`config.mk`:
```
export PLATFORM = sky130hd
export DESIGN_NAME = lacb_blk
export DESIGN_NICKNAME = d
export VERILOG_FILES = /design/src/design/lacb_pkg.sv /design/src/design/lacb_blk.sv
export SDC_FILE = /design/constraint.sdc
export NUM_CORES = 1
export LEC_CHECK = 0
export ABC_AREA = 1
export ABC_CLOCK_PERIOD_IN_PS = 6900
export CORE_MARGIN = 2
export CORE_UTILIZATION = 60
export DETAILED_ROUTE_END_ITERATION = 12
export DONT_BUFFER_PORTS = 1
export HOLD_SLACK_MARGIN = 0.15
export PLACE_DENSITY = 0.76
export SLEW_MARGIN = 15
export SYNTH_ARGS = -nofsm -noshare
export SYNTH_HDL_FRONTEND = slang
export SYNTH_SLANG_ARGS = --single-unit
```
`constraint.sdc`:
```
create_clock -name clk -period 6.9 [get_ports clk]
set_input_delay 0.345 -clock clk [delete_from_list [all_inputs] [get_ports clk]]
set_output_delay 0.345 -clock clk [all_outputs]
set_load 0.02 [all_outputs]
```
`src/design/lacb_pkg.sv`:
```
package lacb_pkg;

    // Block-scaled vectors keep their largest magnitude in [2^(TOP_BITS-1), 2^TOP_BITS).
    localparam int TOP_BITS = 30;
    localparam int SCL_W    = TOP_BITS + 1;
    localparam int CRS_W    = 2 * TOP_BITS + 2;

    typedef logic signed [SCL_W-1:0] scl_t;
    typedef logic signed [CRS_W-1:0] crs_t;
    typedef logic signed [31:0]      comp_t;

    // Matrix row codes, in output order.
    typedef enum logic [1:0] {
        ROW_RIGHT = 2'd0,
        ROW_UP    = 2'd1,
        ROW_FWD   = 2'd2,
        ROW_EYE   = 2'd3
    } row_t;

endpackage

```
`src/design/lacb_blk.sv`:
```
module lacb_blk #(
    parameter int IN_W = 32
) (
    input  logic                   clk,
    input  logic                   en,
    input  logic signed [IN_W-1:0] vec_in [3],
    output lacb_pkg::scl_t         vec_out [3]
);
    import lacb_pkg::*;

    localparam int LW = $clog2(IN_W);

    logic [IN_W-1:0] mag_reg [3];
    logic [2:0]      neg_reg;
    logic [IN_W-1:0] mag2_reg [3];
    logic [2:0]      neg2_reg;
    logic            shr_reg;
    logic [LW-1:0]   amt_reg;
    scl_t            vec_reg [3];

    logic [IN_W-1:0] max_mag;
    logic [LW-1:0]   lead;
    logic            shr_next;
    logic [LW-1:0]   amt_next;
    logic [IN_W-1:0] shifted [3];

    // Largest magnitude and the position of its leading one.
    always_comb
    begin
        max_mag = mag_reg[0];
        if (mag_reg[1] > max_mag)
        begin
            max_mag = mag_reg[1];
        end
        if (mag_reg[2] > max_mag)
        begin
            max_mag = mag_reg[2];
        end
        lead = '0;
        for (int i = 0; i < IN_W; i++)
        begin
            if (max_mag[i])
            begin
                lead = LW'(i);
            end
        end
        shr_next = (int'(lead) >= TOP_BITS);
        amt_next = shr_next ? LW'(int'(lead) - (TOP_BITS - 1))
                            : LW'((TOP_BITS - 1) - int'(lead));
    end

    // Shift every magnitude by the common amount.
    always_comb
    begin
        for (int i = 0; i < 3; i++)
        begin
            shifted[i] = shr_reg ? (mag2_reg[i] >> amt_reg) : (mag2_reg[i] << amt_reg);
        end
    end

    // Three stages: magnitudes, shift search, shift and sign.
    always_ff @(posedge clk)
    begin
        if (en)
        begin
            for (int i = 0; i < 3; i++)
            begin
                mag_reg[i]  <= vec_in[i][IN_W-1] ? IN_W'(-vec_in[i]) : IN_W'(vec_in[i]);
                neg_reg[i]  <= vec_in[i][IN_W-1];
                mag2_reg[i] <= mag_reg[i];
                neg2_reg[i] <= neg_reg[i];
                vec_reg[i]  <= neg2_reg[i] ? -$signed({1'b0, shifted[i][TOP_BITS-1:0]})
                                           :  $signed({1'b0, shifted[i][TOP_BITS-1:0]});
            end
            shr_reg <= shr_next;
            amt_reg <= amt_next;
        end
    end

    assign vec_out = vec_reg;

endmodule

```
==> results.txt <==
The top-level I/O count is approximately 190. The via count of the first global-routing pass came out at between 20k and 25k. After detailed routing, the average wire length per cell comes to between 20 and 25 µm. At the pin with the least slew margin, the transition time is around 0.98 ns.

For this run, the number of Yosys warnings is 0. The cell area that synthesis handed to floorplanning was ~24,000 µm². The number of antenna violations at the first check in global routing is 1.

Across the routed clock network, the largest skew measured is 0.0208 ns. The violation count after the first detailed-routing iteration is between 3k and 4k. The synthesized flop and latch total is between 200 and 300. The last weighted congestion value of the routability-driven placer is 0.959. The signed area change from the synthesized netlist to the final layout came out at 8.24%.

The floorplan die width is approximately 210 µm. The path depth of the worst reg2reg path came out at 30. Hold repair after CTS inserted between 100 and 150 buffers. Setup violations remaining at the end of the flow were counted as 0. Once detail routing completed, the nets flagged for antenna violations numbered 0. The TritonCTS clock tree is built. In this run the tool buffered the top-level ports with 0 buffer cells.

The DRC violation count after routing came out at 0. The number of instances in the placed design is approximately 3.7k. Sorting the synthesized cells by area gives the leading types as edfxtp_1 (36%), nand2_1 (12%), o21ai_0 (7.5%).

Summed over all cells, the static leakage comes to 11.0 nW. The kind of cell adding the most delay to the critical path is simple AND/OR/NAND/NOR gates. The run finished, with violations left.

The maximum net fanout on the critical path is 24. The worst hold margin is -0.122 ns. The via density per instance came out at slightly above 6. STA puts the critical path data arrival time at 6.61 ns. The highest ir drop seen on vdd is 0.000275 V. The deepest clock path buffer count is 3. The final critical delay including setup and external delays is 6.29 ns. After the last flow step, the layout net total stands at around 3.5k. The sum of negative setup slack is 0 ns. The number of instances on the worst hold path came out at 0. The post-CTS setup buffer count came out at 0. The highest clock rate came out at between 150 and 200 MHz. The type of element capturing the critical path is a flip-flop. The worst-case hold path end point is mag_reg[0][44]. Among the stages of the critical path, the cell type that occurs most often is nand2_1.

The share of flip-flops with an asynchronous set or reset is 0. In the final routing, the length of wire on met1 measures ~34 mm. The endpoint identified for the worst register-to-register timing path is amt_reg[2].

When the netlist entered floorplanning its net count stood at about 3.6k. The starting utilization of the core area is 0.612. The worst hold path begins at en. The via count of the routed design came out at between 20k and 25k. The part of the Yosys area used for sequential elements came out at 0.365.

For this run, the number of standard cells in the final layout without fillers is slightly below 4k. The tightest slew margin relative to the limit came out at 0.346. The detailed router used layers up to and including met4. The internal power component is around 5.6 mW. The number of distinct library cells after synthesis is 61. The clock latency on the worst-skew pair came out at approximately 0.60 ns. The site row count came out at 73. The number of enable-type register cells in the synthesized netlist came out at 297. The clock-pin slew of the registers on the worst-case setup and hold paths came out at 0.06 ns. The part of the total power dissipated in the clock network came out at 0.139. Summed over all layers, the routed wires come to approximately 80 mm. The number of fill cells in the layout is 3,383. The area of the core came out at 40,000 µm². The average instance in the mapped netlist occupies 7.20 µm². The overall overflow remaining after global route came out at 0. Summed over all nets, wire length on met3 after detailed routing comes to 7.67 mm. The power consumption came out at ~12 mW. Of the total power, registers draw 0.276. The slowest stage of the critical path is the o21ai_0 cell. In this run the number of H-tree levels came out at 1. The tool flagged a number of max-cap violations equal to 0. In the finished design, the share of the clock period the worst path needs comes to 0.912. The overall fraction of global-route tracks in use is 0.367. The TritonCTS buffer count is 31. The cell area after placement is roughly 24,000 µm².

CTS placed an instance of clkbuf_16 at the clock tree root. After detailed routing, the met2 layer carries between 30 and 40 mm of wire. The first global-routing pass estimated approximately 120 mm of wire. The data required time of the worst path is 7.22 ns. The analysis attributes to net switching a power of around 6 mW. The die footprint came out at roughly 42,000 µm². The largest stage delay on the critical path came out at between 0.6 and 0.7 ns. Power spread over the standard cell area amounts to ~450 nW/µm².

The slack of the worst reg-to-reg path is about 0.61 ns. The switching part of the total is 0.522. The most common cell after layout, fill and taps aside is nand2_1.

The top cell types in the final layout, fill and taps aside, are nand2_1 (796), nor2_1 (487), o21ai_0 (369). In the synthesized netlist the dominant register cell turns out to be edfxtp_1. The critical path is of the flip-flop to flip-flop type.

The pin count of the biggest net entering global routing came out at roughly 300. The synthesized design spends more area on one cell type than any other, namely edfxtp_1. In this run the vertical extent of the chip is between 200 and 250 µm. The number of buffers and inverters on the critical path is 5.

The clock net in this run drives a total of 297 sinks. The share of synthesized area in the top cell type comes to 0.365. The combinational group share of total power is 0.585.

STA classifies the critical path startpoint as a flip-flop. The post-route standard cell area excluding fillers came out at 26,500 µm². The share of layout cells above drive strength 1 came out at 0.0481. The worst register-to-register path begins at mag_reg[0][51]. Setup repair after global routing left no endpoint under its margin.

The type of the tightest min-delay check is input port to flip-flop. The final max-slew violation count came out at 0. The total count of hold-check failures in the final report came out at 13. Synthesis handed over a netlist of between 3k and 4k instances. Detailed placement finished with a half-perimeter wire length of ~57 mm. The final reports fail on hold timing. The first detailed-routing pass ran for 7 iterations.
[worst register-to-register path, delay by kind of cell (launching register included)]
family | cells | cell delay (ns)
buffers and inverters | 5 | 1.12
DFF | 1 | 0.49
and+or+nand+nor | 17 | 2.48
AOI/OAI and AO/OA | 5 | 1.15
adders and majority gates | 3 | 0.78
[layout make-up]
class,count,area [µm²],area share
inverter,297,1120,0.0424
clock inverter,24,200,0.00756
sequential,297,8920,0.337
clock buffer,33,783,0.0296
multi-input combinational,2604,13500,0.508
timing repair buffer,134,1340,0.0507
tap,525,657,0.0248
antenna,2,5.00,0.000189
[cell usage after synthesis, types with 4 or more instances]
master / count
and2_1: 4
xnor2_1: 54
nand4_1: 13
o21ai_0: 369
or2_2: 22
mux2i_1: 16
a22oi_1: 6
buf_1: 23
o21ai_2: 7
o22ai_1: 11
o221ai_1: 17
a31oi_1: 31
nor4_2: 4
buf_4: 9
nor4_1: 21
xor2_1: 117
o211ai_1: 45
nor2_4: 5
nor3_1: 42
nor3_2: 11
o311ai_1: 4
a221oi_1: 8
nor2_1: 488
o21a_1: 15
edfxtp_1: 297
inv_1: 273
or2_1: 7
buf_6: 15
o311ai_0: 4
inv_2: 20
o21bai_1: 13
o31ai_1: 4
nand2_1: 797
ha_1: 72
nor2_2: 9
clkbuf_1: 88
buf_2: 67
a21oi_1: 121
o21ai_1: 140
nand3_1: 93
a211oi_1: 7
[power groups by stage]
stage          combinational [mW]  clock [mW]  sequential (mW)
3_5_place_dp                 6.59           0             3.30
2_1_floorplan                5.07           0             3.14
4_1_cts                      6.68        1.65             3.26
5_1_grt                      7.63        1.72             3.30
6_report                     6.91        1.64             3.26
3_3_place_gp                 6.47           0             3.27
[metal layers]
metal	GRT usage	vias to the layer above
met5	0	-
met4	0.130	0
met3	0.0541	204
met2	0.558	1489
met1	0.533	10933
li1	-	11352
[per-stage QoR]
stage          utilization  setup WS, ns  hold slack, ns
6_report             0.662         0.611          -0.122
5_1_grt              0.662        0.0835          -0.127
4_1_cts              0.661         0.212          -0.107
3_5_place_dp         0.610         0.296           0.406
3_3_place_gp         0.610         0.444           0.400
2_1_floorplan            -          1.13           0.400
[worst max path at each step]
stage                         from         end  slack, ns  depth (start not counted)
finish              mag_reg[0][51]  amt_reg[2]       0.61                         30
global route        mag_reg[0][61]  amt_reg[1]       0.08                         33
CTS                 mag_reg[0][61]  amt_reg[1]       0.21                         31
detailed placement  mag_reg[0][61]  amt_reg[1]       0.30                         31
global placement    mag_reg[0][51]  amt_reg[2]       0.44                         31
floorplan           mag_reg[0][63]  amt_reg[2]       1.13                         38
[cell families (layout without fill, tap and decap cells)]
kind of cell	Yosys count	after routing	share of synthesized area
AOI/OAI and AO/OA	814	814	0.186
xor gates and xnor gates	171	171	0.0612
adders and majority gates	72	72	0.0368
buffers and inverters	499	488	0.0861
DFF	297	297	0.365
muxes	16	16	0.00655
other	0	2	0
and+or+nand+nor	1531	1531	0.259
[repair_timing]
item	in CTS	in global routing
endpoints found under the hold margin	396	297
resized for setup	0	3
endpoints found under the setup margin	0	6
(Power assumes the default switching activity.)
